**src/hdl/dpfr_pkg.sv**
```systemverilog
// Package for the demand paging translator with FIFO frame replacement.
// Holds widths, counts, register indexes and the decision struct.
// No dependencies; used by every module of the block.
package dpfr_pkg;

   // item field widths
   localparam int PAGE_W    = 6;
   localparam int NUM_PAGES = 64;
   localparam int OFFSET_W  = 10;
   localparam int FRAME_W   = 6;
   localparam int ADDR_W    = 16;

   // frame slots owned by the job
   localparam int NUM_SLOTS = 4;
   localparam int SLOT_W    = 2;

   // configuration port
   localparam int CSR_IDX_W = 4;

   typedef enum logic [CSR_IDX_W-1:0] {
      REG_FRAME_SLOT_ZERO  = 4'd0,
      REG_FRAME_SLOT_ONE   = 4'd1,
      REG_FRAME_SLOT_TWO   = 4'd2,
      REG_FRAME_SLOT_THREE = 4'd3
   } csr_index_type;

   localparam logic [FRAME_W-1:0] FRAME_RESET_ZERO  = 6'd5;
   localparam logic [FRAME_W-1:0] FRAME_RESET_ONE   = 6'd8;
   localparam logic [FRAME_W-1:0] FRAME_RESET_TWO   = 6'd9;
   localparam logic [FRAME_W-1:0] FRAME_RESET_THREE = 6'd1;

   // outcome of one lookup, passed from the slot controller to the top
   typedef struct packed {
      logic               fault;
      logic [SLOT_W-1:0]  slot;
      logic               victim_valid;
      logic [PAGE_W-1:0]  evict_page;
      logic               writeback;
      logic [FRAME_W-1:0] frame;
   } decision_type;

endpackage

```
**src/hdl/dpfr_page_ram.sv**
```systemverilog
// Page table memory: one slot index per logical page.
// One write port, one read port with registered read data.
// Depends on dpfr_pkg.
module dpfr_page_ram (
   input  logic                       clock,
   input  logic                       wr_en,
   input  logic [dpfr_pkg::PAGE_W-1:0] wr_addr,
   input  logic [dpfr_pkg::SLOT_W-1:0] wr_data,
   input  logic                       rd_en,
   input  logic [dpfr_pkg::PAGE_W-1:0] rd_addr,
   output logic [dpfr_pkg::SLOT_W-1:0] rd_data
);

   logic [dpfr_pkg::SLOT_W-1:0] mem [dpfr_pkg::NUM_PAGES];
   logic [dpfr_pkg::SLOT_W-1:0] rd_data_ff;

   // write the new slot of a loaded page
   always_ff @(posedge clock) begin
      if (wr_en) begin
         mem[wr_addr] <= wr_data;
      end
   end

   // read old contents; the caller forwards a same-edge write
   always_ff @(posedge clock) begin
      if (rd_en) begin
         rd_data_ff <= mem[rd_addr];
      end
   end

   assign rd_data = rd_data_ff;

endmodule

```
**src/hdl/dpfr_slot_ctrl.sv**
```systemverilog
// Slot controller: frame registers, slot occupants, dirty marks, FIFO pointer.
// Decides hit, fill or eviction for the item in the lookup stage.
// Depends on dpfr_pkg.
module dpfr_slot_ctrl (
   input  logic                           clock,
   input  logic                           reset,
   // configuration writes
   input  logic                           csr_wr,
   input  logic [dpfr_pkg::CSR_IDX_W-1:0] csr_index,
   input  logic [dpfr_pkg::FRAME_W-1:0]   csr_data,
   // item in the lookup stage
   input  logic                           fire,
   input  logic                           store,
   input  logic [dpfr_pkg::PAGE_W-1:0]    page,
   input  logic                           entry_written,
   input  logic [dpfr_pkg::SLOT_W-1:0]    entry_slot,
   output dpfr_pkg::decision_type         decision
);

   logic [dpfr_pkg::FRAME_W-1:0] frame_ff [dpfr_pkg::NUM_SLOTS];
   logic [dpfr_pkg::PAGE_W-1:0]  occ_page_ff [dpfr_pkg::NUM_SLOTS];
   logic [dpfr_pkg::NUM_SLOTS-1:0] occ_valid_ff;
   logic [dpfr_pkg::NUM_SLOTS-1:0] dirty_ff;
   logic [dpfr_pkg::SLOT_W-1:0]  oldest_ff;
   logic [dpfr_pkg::SLOT_W-1:0]  oldest_in;

   logic [dpfr_pkg::NUM_SLOTS-1:0] match;
   logic                         hit;
   logic                         free_found;
   logic [dpfr_pkg::SLOT_W-1:0]  free_slot;
   logic [dpfr_pkg::SLOT_W-1:0]  use_slot;
   logic                         victim;

   // compare every slot against the page; the table's slot picks the one that counts
   always_comb begin
      for (int s = 0; s < dpfr_pkg::NUM_SLOTS; s++) begin
         match[s] = occ_valid_ff[s] && (occ_page_ff[s] == page);
      end
   end

   assign hit = entry_written && match[entry_slot];

   // find the lowest empty slot
   always_comb begin
      free_found = 1'b0;
      free_slot  = '0;
      for (int s = dpfr_pkg::NUM_SLOTS - 1; s >= 0; s--) begin
         if (!occ_valid_ff[s]) begin
            free_found = 1'b1;
            free_slot  = dpfr_pkg::SLOT_W'(s);
         end
      end
   end

   assign victim    = !hit && !free_found;
   assign use_slot  = hit ? entry_slot : (free_found ? free_slot : oldest_ff);
   assign oldest_in = oldest_ff + dpfr_pkg::SLOT_W'(1);

   always_comb begin
      decision.fault        = !hit;
      decision.slot         = use_slot;
      decision.victim_valid = victim;
      decision.evict_page   = victim ? occ_page_ff[oldest_ff] : '0;
      decision.writeback    = victim && dirty_ff[oldest_ff];
      decision.frame        = frame_ff[use_slot];
   end

   // hold frame numbers; take writes to known indexes, drop the rest
   always_ff @(posedge clock) begin
      if (reset) begin
         frame_ff[0] <= dpfr_pkg::FRAME_RESET_ZERO;
         frame_ff[1] <= dpfr_pkg::FRAME_RESET_ONE;
         frame_ff[2] <= dpfr_pkg::FRAME_RESET_TWO;
         frame_ff[3] <= dpfr_pkg::FRAME_RESET_THREE;
      end else if (csr_wr) begin
         case (dpfr_pkg::csr_index_type'(csr_index))
            dpfr_pkg::REG_FRAME_SLOT_ZERO:  frame_ff[0] <= csr_data;
            dpfr_pkg::REG_FRAME_SLOT_ONE:   frame_ff[1] <= csr_data;
            dpfr_pkg::REG_FRAME_SLOT_TWO:   frame_ff[2] <= csr_data;
            dpfr_pkg::REG_FRAME_SLOT_THREE: frame_ff[3] <= csr_data;
            default: ;
         endcase
      end
   end

   // fill or replace a slot on a fault, mark dirty on a store
   always_ff @(posedge clock) begin
      if (reset) begin
         occ_valid_ff <= '0;
         dirty_ff     <= '0;
         oldest_ff    <= '0;
      end else if (fire) begin
         if (!hit) begin
            occ_valid_ff[use_slot] <= 1'b1;
            dirty_ff[use_slot]     <= store;
            if (victim) begin
               oldest_ff <= oldest_in;
            end
         end else if (store) begin
            dirty_ff[use_slot] <= 1'b1;
         end
      end
   end

   // occupant page numbers need no reset: the valid bits guard them
   always_ff @(posedge clock) begin
      if (fire && !hit) begin
         occ_page_ff[use_slot] <= page;
      end
   end

endmodule

```
**src/hdl/demand_paging_fifo_replacement_top.sv**
```systemverilog
// Top level of the demand paging translator with FIFO frame replacement.
// Instantiates dpfr_page_ram and dpfr_slot_ctrl; depends on dpfr_pkg.
//
// Usage:
//   req_* carries one access per item: store flag, page number, byte offset.
//   rsp_* returns one result per item: physical address, miss flag, and the
//   evicted page with its write-back flag when a full job had to give one up.
//   csr_* writes the four frame-slot registers (index 0 to 3); other indexes
//   are dropped. csr_ready is always high. Write only while the block is idle.
// Timing:
//   An accepted item waits in the lookup stage; its result is registered in
//   the output register when that register is free, and rsp_valid then rises
//   with the result held until it is taken.
//   Sustained rate is one item per cycle while rsp_stall is low, set by
//   the single page-table read port whose registered data feeds the slot
//   decision; a table write is forwarded to the item read in the same cycle.
// Reset clears every page to absent, empties all slots and restores the
// frame registers. While rsp_stall is high the result holds; the lookup stage
// keeps its item and raises req_stall until the output register frees up.
module demand_paging_fifo_replacement_top (
   input  logic                           clock,
   input  logic                           reset,
   // access items
   input  logic                           req_valid,
   output logic                           req_stall,
   input  logic                           req_operation,
   input  logic [dpfr_pkg::PAGE_W-1:0]    req_page_number,
   input  logic [dpfr_pkg::OFFSET_W-1:0]  req_page_offset,
   // result items
   output logic                           rsp_valid,
   input  logic                           rsp_stall,
   output logic [dpfr_pkg::ADDR_W-1:0]    rsp_physical_address,
   output logic                           rsp_page_miss,
   output logic                           rsp_victim_valid,
   output logic [dpfr_pkg::PAGE_W-1:0]    rsp_evict_page,
   output logic                           rsp_writeback_needed,
   // configuration writes
   input  logic                           csr_valid,
   output logic                           csr_ready,
   input  logic [dpfr_pkg::CSR_IDX_W-1:0] csr_index,
   input  logic [dpfr_pkg::FRAME_W-1:0]   csr_data
);

   // lookup stage
   logic                          s1_valid_ff;
   logic                          s1_store_ff;
   logic [dpfr_pkg::PAGE_W-1:0]   s1_page_ff;
   logic [dpfr_pkg::OFFSET_W-1:0] s1_offset_ff;
   logic                          s1_written_ff;
   logic                          fwd_ff;
   logic [dpfr_pkg::SLOT_W-1:0]   fwd_slot_ff;

   // page-written marks stand in for clearing the table at reset
   logic [dpfr_pkg::NUM_PAGES-1:0] written_ff;

   // result register
   logic                          rsp_valid_ff;
   logic [dpfr_pkg::ADDR_W-1:0]   rsp_addr_ff;
   logic                          rsp_fault_ff;
   logic                          rsp_vv_ff;
   logic [dpfr_pkg::PAGE_W-1:0]   rsp_vp_ff;
   logic                          rsp_wb_ff;

   logic                          req_accept;
   logic                          s1_fire;
   logic                          tbl_wr;
   logic [dpfr_pkg::SLOT_W-1:0]   ram_rd_slot;
   logic [dpfr_pkg::SLOT_W-1:0]   entry_slot;
   logic                          entry_written;
   logic [dpfr_pkg::ADDR_W-1:0]   phys_addr;
   logic                          csr_wr;
   dpfr_pkg::decision_type        dec;

   // handshakes
   assign s1_fire    = s1_valid_ff && (!rsp_valid_ff || !rsp_stall);
   assign req_stall  = s1_valid_ff && !s1_fire;
   assign req_accept = req_valid && !req_stall;
   assign tbl_wr     = s1_fire && dec.fault;
   assign csr_ready  = 1'b1;
   assign csr_wr     = csr_valid && csr_ready;

   dpfr_page_ram u_page_ram (
      .clock   (clock),
      .wr_en   (tbl_wr),
      .wr_addr (s1_page_ff),
      .wr_data (dec.slot),
      .rd_en   (req_accept),
      .rd_addr (req_page_number),
      .rd_data (ram_rd_slot)
   );

   // take the forwarded slot when the table was written at the read edge
   assign entry_slot    = fwd_ff ? fwd_slot_ff : ram_rd_slot;
   assign entry_written = fwd_ff || s1_written_ff;

   dpfr_slot_ctrl u_slot_ctrl (
      .clock         (clock),
      .reset         (reset),
      .csr_wr        (csr_wr),
      .csr_index     (csr_index),
      .csr_data      (csr_data),
      .fire          (s1_fire),
      .store         (s1_store_ff),
      .page          (s1_page_ff),
      .entry_written (entry_written),
      .entry_slot    (entry_slot),
      .decision      (dec)
   );

   // frame times page size plus offset, truncated to the address width
   assign phys_addr = (dpfr_pkg::ADDR_W'(dec.frame) << dpfr_pkg::OFFSET_W)
                      + dpfr_pkg::ADDR_W'(s1_offset_ff);

   // advance the lookup stage
   always_ff @(posedge clock) begin
      if (reset) begin
         s1_valid_ff <= 1'b0;
         written_ff  <= '0;
      end else begin
         if (req_accept) begin
            s1_valid_ff <= 1'b1;
         end else if (s1_fire) begin
            s1_valid_ff <= 1'b0;
         end
         if (tbl_wr) begin
            written_ff[s1_page_ff] <= 1'b1;
         end
      end
   end

   // capture the item payload and forwarding info on accept
   always_ff @(posedge clock) begin
      if (req_accept) begin
         s1_store_ff   <= req_operation;
         s1_page_ff    <= req_page_number;
         s1_offset_ff  <= req_page_offset;
         s1_written_ff <= written_ff[req_page_number];
         fwd_ff        <= tbl_wr && (s1_page_ff == req_page_number);
         fwd_slot_ff   <= dec.slot;
      end
   end

   // hold the result until taken
   always_ff @(posedge clock) begin
      if (reset) begin
         rsp_valid_ff <= 1'b0;
      end else if (s1_fire) begin
         rsp_valid_ff <= 1'b1;
      end else if (!rsp_stall) begin
         rsp_valid_ff <= 1'b0;
      end
   end

   always_ff @(posedge clock) begin
      if (s1_fire) begin
         rsp_addr_ff  <= phys_addr;
         rsp_fault_ff <= dec.fault;
         rsp_vv_ff    <= dec.victim_valid;
         rsp_vp_ff    <= dec.evict_page;
         rsp_wb_ff    <= dec.writeback;
      end
   end

   assign rsp_valid            = rsp_valid_ff;
   assign rsp_physical_address = rsp_addr_ff;
   assign rsp_page_miss        = rsp_fault_ff;
   assign rsp_victim_valid     = rsp_vv_ff;
   assign rsp_evict_page       = rsp_vp_ff;
   assign rsp_writeback_needed = rsp_wb_ff;

`ifndef SYNTHESIS
   // a hit never evicts
   a_hit_no_victim: assert property (@(posedge clock) disable iff (reset)
      s1_fire && !dec.fault |-> !dec.victim_valid)
      else $error("eviction reported on a page hit");

   // a write-back only comes with an eviction
   a_wb_needs_victim: assert property (@(posedge clock) disable iff (reset)
      rsp_valid_ff && rsp_wb_ff |-> rsp_vv_ff && rsp_fault_ff)
      else $error("write-back flagged without a victim");

   // the table is written only for an item that fires
   a_fwd_only_with_item: assert property (@(posedge clock) disable iff (reset)
      tbl_wr |-> s1_valid_ff && !(rsp_valid_ff && rsp_stall))
      else $error("page table written while the lookup stage is stalled");
`endif

endmodule
```
**config.mk**
```make
export PLATFORM = sky130hd
export DESIGN_NAME = demand_paging_fifo_replacement_top
export DESIGN_NICKNAME = d
export VERILOG_FILES = /design/src/hdl/dpfr_pkg.sv /design/src/hdl/dpfr_page_ram.sv /design/src/hdl/dpfr_slot_ctrl.sv /design/src/hdl/demand_paging_fifo_replacement_top.sv
export SDC_FILE = /design/constraint.sdc
export NUM_CORES = 1
export LEC_CHECK = 0
export BUFFER_PORTS_ARGS = -buffer_cell sky130_fd_sc_hd__buf_2
export CORE_UTILIZATION = 45
export DETAILED_ROUTE_END_ITERATION = 6
export PLACE_DENSITY_LB_ADDON = 0.1
export SETUP_SLACK_MARGIN = 0.02
export SLEW_MARGIN = 0
export SYNTH_ARGS = -nofsm -noshare
export SYNTH_HDL_FRONTEND = slang
export SYNTH_SLANG_ARGS = --single-unit
```
**constraint.sdc**
```tcl
create_clock -name clock -period 2.9 [get_ports clock]
set_input_delay 0.145 -clock clock [delete_from_list [all_inputs] [get_ports clock]]
set_output_delay 0.145 -clock clock [all_outputs]
set_load 0.005 [all_outputs]
```
==> After elaboration in Yosys (flattened, before gate mapping) <==
Memories as Yosys holds them, arrays and structs flattened. A register that Yosys moved wholly into a read port is not among the register bits.
Cells that the tools add are included.
{ "word_totals": {"reg_bits": 116, "ram_bits": 176, "out_inout_bits": 28, "mem_count": 3} }
{ "op_classes": {"addsub": 2, "order_cmp": 7, "eq_ne": 10, "mux": 52, "n_bitwise": 8, "n_reduce_logical": 28} }
{ "memory_table": {"columns": ["name", "words", "word_bits", "read_ports", "rd_ports_with_merged_regs", "write_ports", "line", "source"], "rows": [
  ["u_page_ram.mem", 64, 2, 1, 1, 1, "dpfr_page_ram.sv:14", "logic [dpfr_pkg::SLOT_W-1:0] mem [dpfr_pkg::NUM_PAGES];"],
  ["u_slot_ctrl.frame_ff", 4, 6, 1, 0, 4, "dpfr_slot_ctrl.sv:20", "logic [dpfr_pkg::FRAME_W-1:0] frame_ff [dpfr_pkg::NUM_SLOTS];"],
  ["u_slot_ctrl.occ_page_ff", 4, 6, 5, 1, 1, "dpfr_slot_ctrl.sv:21", "logic [dpfr_pkg::PAGE_W-1:0] occ_page_ff [dpfr_pkg::NUM_SLOTS];"]
]} }
{ "ops": {"columns": ["operator", "n"], "rows": [
  ["$or 64x64->64", 1],
  ["$mux 1", 33],
  ["$eq 6x6->1", 5],
  ["$mux 6", 4],
  ["$add 16x10->16", 1],
  ["$logic_and 1x1->1", 14],
  ["$lt 6x7->1 const B", 2],
  ["$mux 2", 7],
  ["$lt 2x3->1 const B", 3],
  ["$eq 4x2->1 const B", 2],
  ["$mux 4", 2],
  ["$or 4x4->4", 2],
  ["$logic_not 1->1", 7],
  ["$bmux 1 s6", 1],
  ["$demux 1 s6", 1],
  ["$ge 6x1->1 const B", 1],
  ["$bmux 1 s2", 2],
  ["$bwmux 4", 1],
  ["$eq 4x1->1 const B", 1],
  ["$logic_not 4->1", 1],
  ["$or 1x1->1", 4],
  ["$reduce_and 2->1", 2],
  ["$reduce_and 3->1", 1],
  ["$add 2x1->2 const B", 1],
  ["7 further kinds", 8]
]} }

==> Logic depth before layout (Yosys ltp) <==
Gate-level depths: netlist (run 1).
An unclocked memory read counts as a cell.
{ "depth": {"ltp_word": 14, "ltp_mapped": 10, "ltp_nobuf": 8} }

==> Modules after synthesis <==
From an unflattened synthesis (run 1), not the netlist that was laid out.
{ "hier_totals": {"hier_cells": 900, "area_unflattened_um2": 12620.9} }
{ "modules_own_cells": {"columns": ["mod", "instances", "cells_per_inst", "area_each_um2", "seq_area_each_um2"], "rows": [
  ["dpfr_page_ram", 1, 324, 5417.7, 3903.7],
  ["demand_paging_fifo_replacement_top", 1, 353, 4241.6, 2702.6],
  ["dpfr_slot_ctrl", 1, 223, 2961.6, 1681.6]
]} }

==> Least setup slack after synthesis (run 1) <==
Ideal clock, no wire load.
{ "synth_path": {"path_type": "register to register", "start": "reg s1_page_ff[0] (netlist bit)", "end": "reg fwd_slot_ff[0] (netlist bit) (data pin)", "setup_time_ns": 0.353, "arrival_time_ns": 2.248, "t_required_ns": 2.547, "path_slack_ns": 0.299, "stages_incl_launch_ff": 9, "path_buffers": 1, "synth_period_minus_slack_ns": 2.601, "path_cell_list": "edfxtp_1 -> buf_6 -> xnor2_1 -> nand4_1 -> or3_1 -> a211oi_2 -> nor2_2 -> mux2i_4 -> inv_2"} }
{ "synth_lines": {"columns": ["element", "line", "source"], "rows": [
  ["from (decl)", "demand_paging_fifo_replacement_top.sv:47", "logic [dpfr_pkg::PAGE_W-1:0] s1_page_ff;"],
  ["from (signal assigned)", "demand_paging_fifo_replacement_top.sv:135", "s1_page_ff <= req_page_number;"],
  ["to (signal assigned)", "demand_paging_fifo_replacement_top.sv:139", "fwd_slot_ff <= dec.slot;"],
  ["to (decl)", "demand_paging_fifo_replacement_top.sv:51", "logic [dpfr_pkg::SLOT_W-1:0] fwd_slot_ff;"]
]} }

==> qor.txt, run 1 <==
Syn Area/Cell: 14.9 um^2
minimum clock period: 2730 ps
row count: 60
final slew viol count: 0
worst hold slack: 29.2 ps
total core area: 0.0270 mm^2
Num CTS Buffers: 34
first-pass GRT wire length: 44,000 um
top-area cell type share of the netlist area: 54.0%
All-Layer GR Usage: 20.9%
status: finished clean
list of most frequent post-synthesis cells: edfxtp_1 (224), nor2_1 (118), dfxtp_1 (76), mux4_2 (70), a21oi_1 (50)
DRT antenna net count: 0
CTS max path bufs: 3
Min-Delay Path Class: in -> reg
vias per std cell: 5.69
Post-Place Worst Slack: 159 ps
Worst Path Required: 3200 ps
GRT overflow: 0
die width: 168 um
Tcrit/Tclk final: 94.0%
maxcap violations: 0
synth unique cells: 47
total power: 9540 uW
ys flop type: edfxtp_1
total iterations of the first detailed-routing run: 5
static leakage: 0.00510 uW
CP max FO: 64
total clock sinks: 300
CTS root buf: clkbuf_16
Final HPWL DP: 18,200 um
WS Path Type: reg -> reg
number of flops mapped to enable cells by yosys: 224
Non-Filler Cell Area, Final: 0.0147 mm^2
Sum Neg Setup Slack: 0 ps
fill cell count: 2,188
Post-Syn Instances: 834
Post-synth ARST share: 0%
H-tree levels: 2
Initial Utilization: 46.1%
crit end category: register
register area share after synthesis: 66.2%
Power per Cell Area: 649 mW/mm^2
Die Span Y: 168 um
DP Area: 0.0133 mm^2
worst vdd rail ir drop: 0.000505 V
Ys Warns: 0
TritonCTS clock tree: done
slew margin rel.: 29.1%
vias: 7,405
syn_nets: 866
worst-margin pin slew: 1050 ps
fmax: 367 MHz
Die Area: 0.0284 mm^2
drt wl/cell: 22.2 um
setup violators final: 0
Final Hold Fails: 0
Synth Cell Area: 0.0125 mm^2
fin nets: 971
Worst-Skew Late Latency: 510 ps
Synth area leaders: edfxtp_1 (54%), mux4_2 (13%), dfxtp_1 (12%), nor2_1 (3.6%), a21oi_1 (2.0%)
top-count cell post-synth: edfxtp_1
unrepaired setup endpoints after global routing: no
starting DRC count in detailed routing: 666
final worst slack: 175 ps
Layout Skew: 12.4 ps
Ports: 60
final wirelength: 28,900 um
Worst Setup Start Kind: register
Ant. Diodes: 0
layout cell share with drive strength beyond 1: 25.9%
post-synth top area cell: edfxtp_1
placer congestion estimate: 0.868
initial antenna violation count: 0
drt drc: 0
largest net degree at the start of global routing: 66
worst path arrival time: 3030 ps
post-synthesis register bit count: 300
Worst-path clk slew: 60 ps
count of port buffers added during placement: 58
area delta synth->final: 17.9%
vias in the first global route: 7,603
cell usage in the layout (no fill, tap or decap), drive strengths merged, types with 4 or more instances in the layout:
master and instances:
inv 12, nor3 33, a31oi 18, nand3 7, nand4 5, dlygate4sd3 22
clkbuf 51, and2 21, o32ai 4, xnor2 14, clkinv 4, edfxtp 224
nand2b 8, or3 7, a31o 4, nor4 12, mux4 70, nor2b 10
nand2 18, buf 102, dfxtp 76, mux2i 20, nor3b 4, and3 7
nor2 119, xor2 18, a21oi 51
metrics by stage:
| stage | std cells | util (%) |
|---|---|---|
| after floorplan | 834 | - |
| after global placement | 1216 | 49.2 |
| after detailed placement | 1216 | 49.2 |
| after CTS | 1295 | 54.2 |
| after global routing | 1301 | 54.4 |
| final | 1301 | 54.4 |
worst max-delay path, stage by stage, from the launching register on:
cell and delay, ps:
edfxtp_1 520, xnor2_1 280, nand3_1 90, or3_1 360, a211oi_2 460, nor2_2 160
mux2i_4 220, inv_2 130, buf_12 260
power breakdown:
group	internal, uW	switching (uW)	leakage, uW
combinational	228	329	0.00178
sequential	4690	38.5	0.00276
clock	2620	1630	0.000557
total	7540	2000	0.00510
metal layers:
layer	vias up	track usage [%]	part of all wire (%)
met5	-	0	0
met4	0	6.40	2.0
met3	44	3.97	6.1
met2	249	34.2	48
met1	3752	28.2	44
li1	3360	-	-
sequential cells by signal, indices dropped and copies added, names as in the netlist, 4 cells and up:
register                  flops
written_ff                   64
rsp_physical_address         16
rsp_evict_page                6
s1_offset_ff                 10
u_slot_ctrl.occ_page_ff      24
u_page_ram.mem              128
u_slot_ctrl.occ_valid_ff      4
s1_page_ff                    6
u_slot_ctrl.frame_ff         24
u_slot_ctrl.dirty_ff          4
cells by family after synthesis:
kind of cell	Yosys count	share of synthesized area, %
other	1	0.0301
xor gates and xnor gates	32	2.25
muxes	92	14.5
buffers and inverters	67	2.48
and+or+nand+nor	258	10.2
AOI/OAI and AO/OA	84	4.29
DFF	300	66.2
timing repair:
item / CTS / global route
endpoints found under the setup margin: 0 / 81
gates resized for setup: 0 / 1
buffers inserted: 0 / 6
hold buffers: 22 / 0
endpoints found under the hold margin: 39 / 0
layout make-up:
type                       count  area, um^2  area share (%)
timing repair buffer         124         931            6.34
tap                          341         427            2.90
clock inverter                 6        56.3           0.383
inverter                      12        45.0           0.307
clock buffer                  51        1070            7.27
sequential                   300        8250            56.1
multi-input combinational    467        3920            26.7
final timing paths:
| kind | start | to | slack [ps] | cells after the start |
|---|---|---|---|---|
| max | s1_page_ff[4]$_DFFE_PP_ | u_page_ram.mem[32][0]$_DFFE_PP_ | 170 | 8 |
| min | req_page_number[5] | s1_page_ff[5]$_DFFE_PP_ | 30 | 1 |
| max reg2reg | s1_page_ff[4]$_DFFE_PP_ | u_page_ram.mem[32][0]$_DFFE_PP_ | 170 | 8 |
| min reg2reg | s1_offset_ff[3]$_DFFE_PP_ | rsp_physical_address[3]$_DFFE_PP_ | 430 | 0 |
Power figures use the tool's default switching activity.
==> run 2: changes to the inputs <==
PLACE_DENSITY = 0.61   (was unset)
PLACE_DENSITY_LB_ADDON = unset   (was 0.1)
==> run 2 against run 1 <==
- worst hold slack worse by 5.2 ps
- non-clock buffer count is 6 lower
- die area stayed put
- register-to-register slack better by 40 ps
- critical path depth stayed put
- power is 6.7% lower
- sequential power hardly changed
- combinational power is 4% lower
- clock-buffer cell count is 14 lower
- cell area is 1.7% lower
- routed wire length is 6.3% lower
- largest cell class unchanged
==> qor.txt, run 2 (synthesized netlist as in run 1, its figures left out) <==
static leakage: 0.00497 uW
Sum Neg Setup Slack: 0 ps
Crit path buffers/inverters: 1
fmax: 372 MHz
Tcrit/Tclk final: 92.7%
Layout Skew: 17.4 ps
DP Area: 0.0133 mm^2
total iterations of the first detailed-routing run: 5
crit end category: register
WS Path Type: reg -> reg
Final HPWL DP: 16,800 um
minimum clock period: 2690 ps
worst-margin pin slew: 1040 ps
Worst-path clk slew: 60 ps
setup violators final: 0
Top Family by Delay on Critical Path: simple AND/OR/NAND/NOR gates
most frequent cells in the layout: edfxtp_1 (224), nor2_1 (118), dfxtp_1 (76)
final wirelength: 27,000 um
first-pass GRT wire length: 42,000 um
commonest non-fill, non-tap cell in the layout: edfxtp_1
critical path's slowest cell: nor4_1
DRT antenna net count: 0
Final Hold Fails: 0
CTS max path bufs: 3
All-Layer GR Usage: 19.6%
fin nets: 960
drt wl/cell: 21.0 um
placer congestion estimate: 0.878
Worst-Skew Late Latency: 550 ps
slew margin rel.: 30.1%
Ports: 60
Power per Cell Area: 616 mW/mm^2
unrepaired setup endpoints after global routing: no
status: finished clean
initial antenna violation count: 0
largest net degree at the start of global routing: 67
vias: 7,261
Initial Utilization: 46.1%
Die Span Y: 168 um
TritonCTS clock tree: done
Largest register FFs: 128
Worst Path Required: 3090 ps
die width: 168 um
layout cell share with drive strength beyond 1: 24.8%
Ant. Diodes: 0
H-tree levels: 1
total core area: 0.0270 mm^2
GRT overflow: 0
final slew viol count: 0
drt drc: 0
count of port buffers added during placement: 58
starting DRC count in detailed routing: 718
row count: 60
Worst Setup Start Kind: register
Non-Filler Cell Area, Final: 0.0144 mm^2
Die Area: 0.0284 mm^2
CTS root buf: clkbuf_16
top flop regs: u_page_ram.mem: 128 flops, written_ff: 64 flops
area delta synth->final: 15.9%
Num CTS Buffers: 29
post-CTS setup buffer count: 0
worst path arrival time: 2880 ps
CP peak stage delay: 480 ps
worst vdd rail ir drop: 0.000408 V
Cell Chain, Critical Path: mux2i_1 -> nor3_1 -> nand3_1 -> a21oi_4 -> nor2_2 -> nand2_1 -> buf_12 -> nor4_1
vias in the first global route: 7,254
Min-Delay Path Class: in -> reg
CP max FO: 27
vias per std cell: 5.63
maxcap violations: 0
Biggest register: u_page_ram.mem
total clock sinks: 300
[run 2: tightest hold or removal path, delay by kind of cell]
| family | cells | cell delay (ps) |
|---|---|---|
| and+or+nand+nor | 2 | 190 |
| buffers and inverters | 1 | 130 |
[run 2: metal layers]
layer	GRT usage, %	vias to the layer above	share of wire, %
li1	-	3345	-
met1	27.2	3640	44
met2	32.1	224	48
met3	2.73	52	5.4
met4	6.17	0	2.5
met5	0	-	0
[run 2: repair_timing]
action,CTS,global route
gates resized for setup,0,2
hold buffers,22,0
endpoints found under the setup margin,0,24
hold endpoints to repair,40,0
[run 2: final cells by class]
cell class / instances / area, um^2
fillers: 2216 / 12600
flip-flops and latches: 300 / 8250
multi-input cells: 467 / 3920
repair buffers: 118 / 886
clock buffers: 37 / 797
well taps: 341 / 427
clock inverters: 15 / 124
inverters: 12 / 45.0
[run 2: final timing paths]
kind | start | to | slack (ps) | depth (start not counted)
max reg2reg | fwd_ff$_DFFE_PP_ | u_page_ram.mem[24][1]$_DFFE_PP_ | 210 | 8
min | csr_index[0] | u_slot_ctrl.frame_ff[3][0]$_SDFFCE_PN1P_ | 20 | 3
min reg2reg | s1_offset_ff[8]$_DFFE_PP_ | rsp_physical_address[8]$_DFFE_PP_ | 420 | 0
max | fwd_ff$_DFFE_PP_ | u_page_ram.mem[24][1]$_DFFE_PP_ | 210 | 8
[run 2: through the flow]
stage | power, uW | setup slack, ps | hold WS [ps] | instances | utilization (%)
3_3_place_gp | 5320 | 292 | 322 | 1216 | 49.2
5_1_grt | 9180 | 44.3 | 51.4 | 1290 | 53.5
2_1_floorplan | 5120 | 299 | 244 | 834 | -
4_1_cts | 8960 | 171 | 10.5 | 1290 | 53.4
3_5_place_dp | 5330 | 223 | 323 | 1216 | 49.2
6_report | 8890 | 211 | 24.0 | 1290 | 53.5
[run 2: power breakdown]
part | internal (uW) | total [uW] | switching, uW
Combinational | 220 | 537 | 316
Sequential | 4680 | 4720 | 34.6
Clock | 2110 | 3640 | 1530
Total | 7010 | 8890 | 1880
